<file path="src/rtl/mpsp_pkg.sv">
package mpsp_pkg;

  // Field types of one request and one result
  typedef logic [3:0]        lines_t;
  typedef logic [2:0]        drive_t;
  typedef logic [9:0]        pressed_t;
  typedef logic signed [8:0] axis_t;

  // Configuration port
  localparam int unsigned CFG_IDX_W  = 2;
  localparam int unsigned CFG_DATA_W = 20;

  typedef logic [CFG_IDX_W-1:0]  cfg_idx_t;
  typedef logic [CFG_DATA_W-1:0] cfg_data_t;

  localparam cfg_idx_t CFG_ENABLE    = 2'd0;
  localparam cfg_idx_t CFG_BIT_DELAY = 2'd1;
  localparam cfg_idx_t CFG_CMD_DELAY = 2'd2;
  localparam cfg_idx_t CFG_REFRESH   = 2'd3;

  localparam logic [15:0] BIT_DELAY_RST = 16'd5;
  localparam logic [15:0] CMD_DELAY_RST = 16'd10;
  localparam logic [19:0] REFRESH_RST   = 20'd10000;

  // Line drive codes: bit0 command, bit1 select high, bit2 clock
  localparam drive_t DRV_IDLE   = 3'b110;
  localparam drive_t DRV_SEL_LO = 3'b100;

  // Pad answer checks
  localparam logic [7:0]  ID_OK        = 8'h41;
  localparam logic [7:0]  STATUS_OK    = 8'h5A;
  localparam logic [15:0] BTN_RELEASED = 16'hFFFF;

  localparam axis_t AXIS_POS  = 9'sd255;
  localparam axis_t AXIS_NEG  = -9'sd255;
  localparam axis_t AXIS_ZERO = 9'sd0;

  localparam logic [2:0] LAST_BYTE = 3'd4;

  // Command byte sent in each slot of the frame
  function automatic logic [7:0] cmd_byte(input logic [2:0] idx);
    logic [7:0] b;
    unique case (idx)
      3'd0:    b = 8'h01;
      3'd1:    b = 8'h42;
      default: b = 8'h00;
    endcase
    return b;
  endfunction

  // Full deflection toward the pressed direction, zero when both or neither
  function automatic axis_t axis_val(input logic plus, input logic minus);
    axis_t v;
    unique case ({plus, minus})
      2'b10:   v = AXIS_POS;
      2'b01:   v = AXIS_NEG;
      default: v = AXIS_ZERO;
    endcase
    return v;
  endfunction

endpackage

</file>
<file path="src/rtl/mpsp_in_if.sv">
interface mpsp_in_if
  import mpsp_pkg::*;
();
  logic   valid;
  logic   ready;
  lines_t data_lines;

  modport source (output valid, output data_lines, input ready);
  modport sink   (input valid, input data_lines, output ready);
endinterface

</file>
<file path="src/rtl/mpsp_out_if.sv">
interface mpsp_out_if
  import mpsp_pkg::*;
();
  logic       valid;
  logic       ready;
  drive_t     drive_lines;
  logic       report_valid;
  logic [1:0] pad_index;
  logic       pad_ok;
  pressed_t   pressed;
  axis_t      axis_x;
  axis_t      axis_y;
  logic       last_report;

  modport source (
    output valid, output drive_lines, output report_valid, output pad_index,
    output pad_ok, output pressed, output axis_x, output axis_y, output last_report,
    input ready
  );
  modport sink (
    input valid, input drive_lines, input report_valid, input pad_index,
    input pad_ok, input pressed, input axis_x, input axis_y, input last_report,
    output ready
  );
endinterface

</file>
<file path="src/rtl/multi_pad_serial_poller.sv">
// Each tick result is registered and reaches out_res in the cycle after its acceptance.
// Throughput: one tick request per cycle, held off by a stalled output register.
// A report tick gives no plain result; its NUM_PADS reports leave the report
// unit one per cycle while the output is free, and hold off in_req meanwhile.
// Reset (rst_n low, synchronous): sequencer idle, counters clear, polling disabled,
// delays back to 5 / 10 / 10000 ticks, output register empty.
module multi_pad_serial_poller
  import mpsp_pkg::*;
#(
  parameter int NUM_PADS = 4
) (
  input  logic              clk,
  input  logic              rst_n,
  mpsp_in_if.sink           in_req,
  mpsp_out_if.source        out_res,
  input  logic              cfg_we,
  input  cfg_idx_t          cfg_index,
  input  cfg_data_t         cfg_wdata
);

  localparam int PAD_W = (NUM_PADS > 1) ? $clog2(NUM_PADS) : 1;
  localparam logic [PAD_W-1:0] PAD_LAST = PAD_W'(NUM_PADS - 1);

  // Sequencer phases
  localparam logic [2:0] PH_IDLE     = 3'd0;
  localparam logic [2:0] PH_SEL_HI   = 3'd1;
  localparam logic [2:0] PH_SEL_LO   = 3'd2;
  localparam logic [2:0] PH_BIT_LO   = 3'd3;
  localparam logic [2:0] PH_BIT_HI   = 3'd4;
  localparam logic [2:0] PH_CMD_WAIT = 3'd5;
  localparam logic [2:0] PH_REPORT   = 3'd6;

  // ---------------------------------------------------------------------------
  // Configuration registers
  // ---------------------------------------------------------------------------
  logic        enable_r;
  logic [15:0] bit_delay_r;
  logic [15:0] cmd_delay_r;
  logic [19:0] refresh_r;

  always_ff @(posedge clk) begin
    if (!rst_n) begin
      enable_r    <= 1'b0;
      bit_delay_r <= BIT_DELAY_RST;
      cmd_delay_r <= CMD_DELAY_RST;
      refresh_r   <= REFRESH_RST;
    end else if (cfg_we) begin
      unique case (cfg_index)
        CFG_ENABLE:    enable_r    <= cfg_wdata[0];
        CFG_BIT_DELAY: bit_delay_r <= cfg_wdata[15:0];
        CFG_CMD_DELAY: cmd_delay_r <= cfg_wdata[15:0];
        CFG_REFRESH:   refresh_r   <= cfg_wdata[19:0];
        default: ;
      endcase
    end
  end

  // ---------------------------------------------------------------------------
  // Handshake: the report unit owns the output register while it drains
  // ---------------------------------------------------------------------------
  logic             rep_active_r;
  logic [PAD_W-1:0] rep_pad_r;
  logic             out_valid_r;
  logic             out_free;
  logic             in_acc;

  assign out_free     = !out_valid_r || out_res.ready;
  assign in_req.ready = !rep_active_r && out_free;
  assign in_acc       = in_req.valid && in_req.ready;

  // ---------------------------------------------------------------------------
  // Bit-level sequencer state; advances once per accepted tick
  // ---------------------------------------------------------------------------
  logic [2:0]  phase_r,   phase_nxt;
  logic [15:0] dly_r,     dly_nxt;
  logic [19:0] ref_r,     ref_nxt;
  logic [2:0]  byte_r,    byte_nxt;
  logic [2:0]  bit_r,     bit_nxt;
  logic [7:0]  shift_r   [NUM_PADS];
  logic [7:0]  shift_nxt [NUM_PADS];
  logic [7:0]  id_r      [NUM_PADS];
  logic [7:0]  id_nxt    [NUM_PADS];
  logic [7:0]  sts_r     [NUM_PADS];
  logic [7:0]  sts_nxt   [NUM_PADS];
  logic [15:0] btn_r     [NUM_PADS];
  logic [15:0] btn_nxt   [NUM_PADS];

  logic [16:0] dly_inc;
  logic [20:0] ref_inc;
  logic [15:0] bit_min;
  logic [7:0]  cmd_cur;
  logic        cbit;
  logic        bit_done;
  logic        fin;
  logic        start_rep;
  drive_t      drive;

  assign dly_inc = {1'b0, dly_r} + 17'd1;
  assign ref_inc = {1'b0, ref_r} + 21'd1;
  assign bit_min = (bit_delay_r == 16'd0) ? 16'd1 : bit_delay_r;
  assign cmd_cur = cmd_byte(byte_r);
  assign cbit    = cmd_cur[bit_r];
  // Clock-high half, select phases: count then compare, one tick at least
  assign bit_done = dly_inc >= {1'b0, bit_min};

  always_comb begin
    phase_nxt = phase_r;
    dly_nxt   = dly_r;
    ref_nxt   = ref_r;
    byte_nxt  = byte_r;
    bit_nxt   = bit_r;
    shift_nxt = shift_r;
    id_nxt    = id_r;
    sts_nxt   = sts_r;
    btn_nxt   = btn_r;
    drive     = DRV_IDLE;
    fin       = 1'b0;
    start_rep = 1'b0;

    if (!enable_r) begin
      // Drop any frame in flight; button words keep their contents
      phase_nxt = PH_IDLE;
      dly_nxt   = '0;
      ref_nxt   = '0;
      byte_nxt  = '0;
      bit_nxt   = '0;
    end else begin
      unique case (phase_r)
        PH_SEL_HI: begin
          drive   = DRV_IDLE;
          dly_nxt = dly_inc[15:0];
          if (bit_done) begin
            phase_nxt = PH_SEL_LO;
            dly_nxt   = '0;
          end
        end
        PH_SEL_LO: begin
          drive   = DRV_SEL_LO;
          dly_nxt = dly_inc[15:0];
          if (bit_done) begin
            byte_nxt  = '0;
            bit_nxt   = '0;
            dly_nxt   = '0;
            shift_nxt = '{default: '0};
            phase_nxt = PH_BIT_LO;
          end
        end
        PH_BIT_LO: begin
          // Command bit out with clock low; sample the pads on the last tick
          drive = {2'b00, cbit};
          if (dly_r >= bit_delay_r) begin
            for (int p = 0; p < NUM_PADS; p++) begin
              if (in_req.data_lines[p]) shift_nxt[p][bit_r] = 1'b1;
            end
            phase_nxt = PH_BIT_HI;
            dly_nxt   = '0;
          end else begin
            dly_nxt = dly_inc[15:0];
          end
        end
        PH_BIT_HI: begin
          drive   = {2'b10, cbit};
          dly_nxt = dly_inc[15:0];
          if (bit_done) begin
            dly_nxt = '0;
            if (bit_r != 3'd7) begin
              bit_nxt   = bit_r + 3'd1;
              phase_nxt = PH_BIT_LO;
            end else begin
              // Byte complete: file the answer of each pad by slot
              for (int p = 0; p < NUM_PADS; p++) begin
                unique case (byte_r)
                  3'd1:    id_nxt[p]        = shift_r[p];
                  3'd2:    sts_nxt[p]       = shift_r[p];
                  3'd3:    btn_nxt[p][7:0]  = shift_r[p];
                  3'd4:    btn_nxt[p][15:8] = shift_r[p];
                  default: ;
                endcase
              end
              if (cmd_delay_r != 16'd0) phase_nxt = PH_CMD_WAIT;
              else                      fin       = 1'b1;
            end
          end
        end
        PH_CMD_WAIT: begin
          drive   = DRV_SEL_LO;
          dly_nxt = dly_inc[15:0];
          if (dly_inc >= {1'b0, cmd_delay_r}) fin = 1'b1;
        end
        PH_REPORT: begin
          // Deselect; pads with a bad id or status read as all released
          drive = DRV_IDLE;
          for (int p = 0; p < NUM_PADS; p++) begin
            if (!(id_r[p] == ID_OK && sts_r[p] == STATUS_OK)) btn_nxt[p] = BTN_RELEASED;
          end
          phase_nxt = PH_IDLE;
          dly_nxt   = '0;
          ref_nxt   = '0;
          byte_nxt  = '0;
          bit_nxt   = '0;
          start_rep = 1'b1;
        end
        default: begin
          // Idle: wait out the refresh interval, zero behaves as one
          drive   = DRV_IDLE;
          ref_nxt = ref_inc[19:0];
          if (ref_inc >= {1'b0, refresh_r}) begin
            ref_nxt   = '0;
            dly_nxt   = '0;
            phase_nxt = PH_SEL_HI;
          end
        end
      endcase

      if (fin) begin
        if (byte_r != LAST_BYTE) begin
          byte_nxt  = byte_r + 3'd1;
          bit_nxt   = '0;
          dly_nxt   = '0;
          shift_nxt = '{default: '0};
          phase_nxt = PH_BIT_LO;
        end else begin
          dly_nxt   = '0;
          phase_nxt = PH_REPORT;
        end
      end
    end
  end

  always_ff @(posedge clk) begin
    if (!rst_n) begin
      phase_r <= PH_IDLE;
      dly_r   <= '0;
      ref_r   <= '0;
      byte_r  <= '0;
      bit_r   <= '0;
      shift_r <= '{default: '0};
      id_r    <= '{default: '0};
      sts_r   <= '{default: '0};
      btn_r   <= '{default: BTN_RELEASED};
    end else if (in_acc) begin
      phase_r <= phase_nxt;
      dly_r   <= dly_nxt;
      ref_r   <= ref_nxt;
      byte_r  <= byte_nxt;
      bit_r   <= bit_nxt;
      shift_r <= shift_nxt;
      id_r    <= id_nxt;
      sts_r   <= sts_nxt;
      btn_r   <= btn_nxt;
    end
  end

  // ---------------------------------------------------------------------------
  // Report unit: walk the pads, one report per free output slot
  // ---------------------------------------------------------------------------
  logic        load_rep;
  logic        load_tick;
  logic [15:0] sel_w;
  logic        sel_ok;

  assign load_rep  = rep_active_r && out_free;
  assign load_tick = in_acc && !start_rep;
  assign sel_w     = btn_r[rep_pad_r];
  assign sel_ok    = (id_r[rep_pad_r] == ID_OK) && (sts_r[rep_pad_r] == STATUS_OK);

  always_ff @(posedge clk) begin
    if (!rst_n) begin
      rep_active_r <= 1'b0;
      rep_pad_r    <= '0;
    end else if (in_acc && start_rep) begin
      rep_active_r <= 1'b1;
      rep_pad_r    <= '0;
    end else if (load_rep) begin
      rep_active_r <= (rep_pad_r != PAD_LAST);
      rep_pad_r    <= rep_pad_r + PAD_W'(1);
    end
  end

  // ---------------------------------------------------------------------------
  // Output register
  // ---------------------------------------------------------------------------
  logic       out_valid_nxt;
  drive_t     drive_r;
  logic       rpt_r;
  logic [1:0] pad_idx_r;
  logic       pad_ok_r;
  pressed_t   pressed_r;
  axis_t      axis_x_r;
  axis_t      axis_y_r;
  logic       last_r;

  assign out_valid_nxt = load_rep || load_tick || (out_valid_r && !out_res.ready);

  always_ff @(posedge clk) begin
    if (!rst_n) out_valid_r <= 1'b0;
    else        out_valid_r <= out_valid_nxt;
  end

  always_ff @(posedge clk) begin
    if (load_rep) begin
      drive_r   <= DRV_IDLE;
      rpt_r     <= 1'b1;
      pad_idx_r <= 2'(rep_pad_r);
      pad_ok_r  <= sel_ok;
      pressed_r <= {~sel_w[0], ~sel_w[3], ~sel_w[15:8]};
      axis_x_r  <= axis_val(~sel_w[5], ~sel_w[7]);
      axis_y_r  <= axis_val(~sel_w[6], ~sel_w[4]);
      last_r    <= (rep_pad_r == PAD_LAST);
    end else if (load_tick) begin
      drive_r   <= drive;
      rpt_r     <= 1'b0;
      pad_idx_r <= '0;
      pad_ok_r  <= 1'b0;
      pressed_r <= '0;
      axis_x_r  <= AXIS_ZERO;
      axis_y_r  <= AXIS_ZERO;
      last_r    <= 1'b0;
    end
  end

  assign out_res.valid        = out_valid_r;
  assign out_res.drive_lines  = drive_r;
  assign out_res.report_valid = rpt_r;
  assign out_res.pad_index    = pad_idx_r;
  assign out_res.pad_ok       = pad_ok_r;
  assign out_res.pressed      = pressed_r;
  assign out_res.axis_x       = axis_x_r;
  assign out_res.axis_y       = axis_y_r;
  assign out_res.last_report  = last_r;

  // ---------------------------------------------------------------------------
  // Checks
  // ---------------------------------------------------------------------------

  // Hold off new ticks while reports drain
  a_no_accept_in_report: assert property (@(posedge clk) disable iff (!rst_n)
    rep_active_r |-> !in_req.ready)
    else $error("tick request accepted while reports drain");

  // Reports go out with the port deselected
  a_report_deselected: assert property (@(posedge clk) disable iff (!rst_n)
    (out_valid_r && rpt_r) |-> (drive_r == DRV_IDLE))
    else $error("report carries a non-idle line drive");

  // Only the highest pad closes a frame
  a_last_is_top_pad: assert property (@(posedge clk) disable iff (!rst_n)
    (out_valid_r && last_r) |-> (rpt_r && pad_idx_r == 2'(PAD_LAST)))
    else $error("last report flag on the wrong pad");

  // A report tick leaves the sequencer idle with the report unit armed
  a_report_arms_unit: assert property (@(posedge clk) disable iff (!rst_n)
    (in_acc && start_rep) |=> (rep_active_r && phase_r == PH_IDLE))
    else $error("report tick did not arm the report unit");

endmodule

</file>
<file path="src/flat_wrapper.sv">
// flat-port wrapper written by rule: the top's interface ports become plain ports
module multi_pad_serial_poller_flat import mpsp_pkg::*;
#(
  parameter int NUM_PADS = 4
)
  (clk, rst_n, cfg_we, cfg_index, cfg_wdata, in_req_valid, in_req_data_lines, in_req_ready, out_res_valid, out_res_drive_lines, out_res_report_valid, out_res_pad_index, out_res_pad_ok, out_res_pressed, out_res_axis_x, out_res_axis_y, out_res_last_report, out_res_ready);
  mpsp_in_if in_req_i ();
  mpsp_out_if out_res_i ();
  input  logic clk;
  input  logic rst_n;
  input  logic cfg_we;
  input  cfg_idx_t cfg_index;
  input  cfg_data_t cfg_wdata;
  input wire logic [$bits(in_req_i.valid)-1:0] in_req_valid;
  input wire logic [$bits(in_req_i.data_lines)-1:0] in_req_data_lines;
  output wire logic [$bits(in_req_i.ready)-1:0] in_req_ready;
  output wire logic [$bits(out_res_i.valid)-1:0] out_res_valid;
  output wire logic [$bits(out_res_i.drive_lines)-1:0] out_res_drive_lines;
  output wire logic [$bits(out_res_i.report_valid)-1:0] out_res_report_valid;
  output wire logic [$bits(out_res_i.pad_index)-1:0] out_res_pad_index;
  output wire logic [$bits(out_res_i.pad_ok)-1:0] out_res_pad_ok;
  output wire logic [$bits(out_res_i.pressed)-1:0] out_res_pressed;
  output wire logic [$bits(out_res_i.axis_x)-1:0] out_res_axis_x;
  output wire logic [$bits(out_res_i.axis_y)-1:0] out_res_axis_y;
  output wire logic [$bits(out_res_i.last_report)-1:0] out_res_last_report;
  input wire logic [$bits(out_res_i.ready)-1:0] out_res_ready;
  assign in_req_i.valid = in_req_valid;
  assign in_req_i.data_lines = in_req_data_lines;
  assign in_req_ready = in_req_i.ready;
  assign out_res_valid = out_res_i.valid;
  assign out_res_drive_lines = out_res_i.drive_lines;
  assign out_res_report_valid = out_res_i.report_valid;
  assign out_res_pad_index = out_res_i.pad_index;
  assign out_res_pad_ok = out_res_i.pad_ok;
  assign out_res_pressed = out_res_i.pressed;
  assign out_res_axis_x = out_res_i.axis_x;
  assign out_res_axis_y = out_res_i.axis_y;
  assign out_res_last_report = out_res_i.last_report;
  assign out_res_i.ready = out_res_ready;
  multi_pad_serial_poller #(.NUM_PADS(NUM_PADS)) u_core (.clk(clk), .rst_n(rst_n), .in_req(in_req_i), .out_res(out_res_i), .cfg_we(cfg_we), .cfg_index(cfg_index), .cfg_wdata(cfg_wdata));
endmodule
</file>
<file path="config.mk">
export PLATFORM = sky130hd
export DESIGN_NAME = multi_pad_serial_poller_flat
export DESIGN_NICKNAME = d
export VERILOG_FILES = /design/src/rtl/mpsp_pkg.sv /design/src/rtl/mpsp_in_if.sv /design/src/rtl/mpsp_out_if.sv /design/src/rtl/multi_pad_serial_poller.sv /design/src/flat_wrapper.sv
export SDC_FILE = /design/constraint.sdc
export NUM_CORES = 1
export LEC_CHECK = 0
export BUFFER_PORTS_ARGS = -buffer_cell sky130_fd_sc_hd__buf_2
export CORE_UTILIZATION = 45
export CTS_BUF_LIST = sky130_fd_sc_hd__clkbuf_16
export DETAILED_ROUTE_END_ITERATION = 8
export MAX_ROUTING_LAYER = met4
export PLACE_DENSITY = 0.68
export SLEW_MARGIN = 20
export SYNTH_ARGS = -nofsm -noshare
export SYNTH_HDL_FRONTEND = slang
export SYNTH_SLANG_ARGS = --single-unit
</file>
<file path="constraint.sdc">
create_clock -name clk -period 5.7 [get_ports clk]
set_clock_uncertainty 0.1 [all_clocks]
set_input_delay 1.425 -clock clk [delete_from_list [all_inputs] [get_ports clk]]
set_output_delay 1.425 -clock clk [all_outputs]
set_load 0.01 [all_outputs]
</file>
==> impl_results.md <==
* Status: finished, final reports clean
* Antenna violations before repair at 0
* Fin util at roughly half
* Number of distinct standard cells referenced by the synthesized netlist at between 60 and 70
* Via count of the first global-routing pass at between 10000 and 15000
* Slack of the critical path at about 700 ps
* Post-DP Area at around 14000 um^2
* Post-route ant nets at 0
* Relative slew slack at 33.9%
* Reg-to-reg critical path startpoint: u_core.dly_r[2]$_SDFFE_PN0P_
* Placed wire-length estimate after detailed placement at around 24 mm
* Global-route wire length before repair at roughly 56 mm
* Placed Cells at around 1900
* R2R setup slack at just over 700 ps
* Ratio of routed vias to standard cells at 5.70
* NumNets Final at ~1700
* Boundary pin count at slightly below 70
* Area fraction of the dominant cell type after synthesis at between 30% and 40%
* Number of clock buffers inserted by TritonCTS at 29
* Synthesized net count at 1675
* Min-delay worst type: register to register
* RSZ-0062 raised after global routing: false
* Element type at the critical path start: register
* Sequential-to-total area share from yosys stat at 41.7%
* Number of port buffers at 68
* Most common cell after layout, fill and taps aside: sky130_fd_sc_hd__nand2_1
* Hold Path Depth at 2
* Final slew viol count at 0
* Post_cts resized at 0
* Post-synth EDFFs at 20
* Clk Latency, worst-skew pair at 560 ps
* Final standard cell count with taps included and fillers excluded at between 1500 and 2000
* Number of warning messages in the yosys log at 0
* Final hold slack at 349 ps
* Biggest cell delay along the critical path at between 500 and 600 ps
* Area of the die at ~31000 um^2
* Transition time at the pin with the least slew margin at 989 ps
* Routability-driven placement congestion ratio at around 0.95
* Leakage Power at around 5.6 nW
* Worst-case clock buffer depth at 3
* Vertical die dimension at 177 um
* Core ar. at around 30000 um^2
* Post-cts hold buffer count at 0
* Total non-filler cell area in the finished layout at 15300 um^2
* Synth-to-Final Area Change at 10.6%
* Number of standard-cell rows in the floorplan at 63
* X dimension of the die at between 150 and 200 um
* Routed wire length per instance at about 17 um
* Critical-path cell with the highest stage delay: sky130_fd_sc_hd__nor4_1
* Post-CTS setup buffer count at 0
* TritonCTS clock tree: yes
* Layout cells sized above 1 at 9.64%
* Remaining design rule violation count at 0
* Clock-pin transition on the worst setup and hold timing paths at approximately 60 ps
* Total overflow reported by the global router at 0
* Power density cells at 268 nW/um^2
* Overall Power at between 4 and 5 mW
* Per-instance average area after synthesis at just under 9 um^2
* Critical path start-end classification: register to register
* Maximum level of the CTS H-tree at 1
* TNS Setup at 0 ps
* Root Buffer Master: sky130_fd_sc_hd__clkbuf_16
* Total count of hold-check failures in the final report at 0
* Vias at ~11000
* Most common flop cell mapped by yosys: sky130_fd_sc_hd__dfxtp_1
* Max-cap violation count at 0
* Antenna diode count at 0
* Critical path fanouts, max at 12
* Crit Reg-Reg Endpoint: u_core.btn_r[43]$_SDFFE_PN1P_
* Starting DRC count in detailed routing at approximately 1100
* Length in cells of the worst reg-to-reg path at 13
* Post-Place Worst Slack at ~830 ps
* Aggregate routed wire length at about 34 mm
* Data required time at the worst endpoint at 6040 ps
* TritonRoute pass-1 iters at 5
* Post-synthesis sequential element count at 278
* Largest vdd supply drop at 0.189 mV
* Setup Viol. Count Final at 0
* Commonest cells after routing, fill and taps aside: 323 x sky130_fd_sc_hd__nand2_1, 258 x sky130_fd_sc_hd__dfxtp_1, 92 x sky130_fd_sc_hd__a21boi_0, 89 x sky130_fd_sc_hd__inv_1, 81 x sky130_fd_sc_hd__ha_1
* Crit path time final at between 4000 and 5000 ps
* Critical path data arrival time at 5340 ps
* Number of instances in the synthesized netlist at 1563
* Tot GR Track Use at ~23%
* Largest net degree at the start of global routing at 73
* Post-synth ARST share at 0%
* Effective utilization at floorplan at a little under half
* Largest cells by area after synthesis: sky130_fd_sc_hd__dfxtp_1 37%, sky130_fd_sc_hd__nand2_1 8.8%, sky130_fd_sc_hd__ha_1 7.3%
* Kind of end point of the critical path: register
* Synthesized cell area at around 14000 um^2
* Share of the clock period used by the worst path at between 80% and 90%
* Source of the worst hold timing path: u_core.sts_r[1]$_SDFFE_PN0P_
* # clock sinks at 278
* Peak clock frequency supported by timing at approximately 0.20 GHz
* Cell breakdown of the critical path: nand4_1 > nor4_1 > nand3_1 > nor3_1 > xor2_1 > ha_1 > and3_1 > a211oi_1 > o21ai_2 > or2_1 > a41oi_1 > o21ai_1 > o22a_1
* Sink of the worst hold path: u_core.sts_r[1]$_SDFFE_PN0P_
* Yosys top cell by area: sky130_fd_sc_hd__dfxtp_1
-- cells in the mapped netlist, drive strengths merged (32+ instances only) --
library cell / n
a21boi: 126
dfxtp: 258
nand2: 323
a32o: 32
nor2: 65
a21oi: 32
clkbuf: 64
ha: 81
o22a: 56
o21ai: 37
nand3: 41
inv: 85
buf: 35
-- sequential cells by signal, indices dropped and copies added (netlist names), 2 cells and up --
signal / cells
u_core.refresh_r: 20
u_core.btn_r: 56
u_core.bit_delay_r: 16
u_core.dly_r: 16
u_core.out_res.pad_index: 2
u_core.byte_r: 3
u_core.out_res.axis_x: 3
u_core.out_res.pressed: 10
u_core.id_r: 32
u_core.bit_r: 3
u_core.phase_r: 3
u_core.out_res.drive_lines: 3
u_core.cmd_delay_r: 16
u_core.ref_r: 20
u_core.shift_r: 32
u_core.sts_r: 32
u_core.out_res.axis_y: 3
u_core.rep_pad_r: 2
-- critical path, delay by kind of cell, from the launching register on --
family,cells,cell delay (ps)
DFF,1,470
xor gates and xnor gates,1,310
AOI/OAI and AO/OA,5,1750
adders and majority gates,1,320
and+or+nand+nor,6,1920
-- kinds of logic (layout without fill, tap and decap cells) --
| logic type | after synthesis | in the layout | share of synthesized area, % |
|---|---|---|---|
| mux | 15 | 15 | 2.45 |
| flops | 278 | 278 | 41.7 |
| simple gates | 585 | 585 | 19.6 |
| compound gates | 385 | 385 | 21.2 |
| xor+xnor | 33 | 33 | 2.09 |
| fa+ha+maj | 82 | 82 | 7.41 |
| buf+inv | 185 | 219 | 5.56 |
-- cell type report --
cell class                 instances  area, um^2
sequential                       278        5770
clock inverter                    21         190
clock buffer                      31         776
timing repair buffer              81         440
tap                              390         488
inverter                          86         323
multi-input combinational       1100        7290
fill                            2781       14700
-- layer usage --
| metal | GRT usage [%] | part of all wire, % |
|---|---|---|
| met1 | 32.6 | 49 |
| met4 | 5.93 | 2.1 |
| met2 | 33.4 | 43 |
| met5 | - | 0 |
| met3 | 2.28 | 5.6 |
-- worst max-delay path by stage --
stage | startpoint | end | slack [ps] | cells past startpoint
6_report | u_core.dly_r[2]$_SDFFE_PN0P_ | u_core.btn_r[43]$_SDFFE_PN1P_ | 710 | 13
5_1_grt | u_core.dly_r[2]$_SDFFE_PN0P_ | u_core.btn_r[29]$_SDFFE_PN1P_ | 320 | 13
4_1_cts | u_core.dly_r[2]$_SDFFE_PN0P_ | u_core.btn_r[43]$_SDFFE_PN1P_ | 780 | 13
3_5_place_dp | u_core.dly_r[2]$_SDFFE_PN0P_ | u_core.btn_r[43]$_SDFFE_PN1P_ | 830 | 13
3_3_place_gp | u_core.dly_r[2]$_SDFFE_PN0P_ | u_core.dly_r[1]$_SDFFE_PN0P_ | 1030 | 13
2_1_floorplan | u_core.dly_r[6]$_SDFFE_PN0P_ | u_core.btn_r[32]$_SDFFE_PN1P_ | 1700 | 15
-- report_power, final --
part	internal, mW	total [mW]	switching (mW)	leakage [nW]
sequential	1.99	2.00	0.0146	2.29
clock	1.12	1.91	0.793	0.491
combinational	0.0659	0.188	0.122	2.82
total	3.17	4.10	0.929	5.60
No activity file was read; power rests on OpenSTA's default activity.
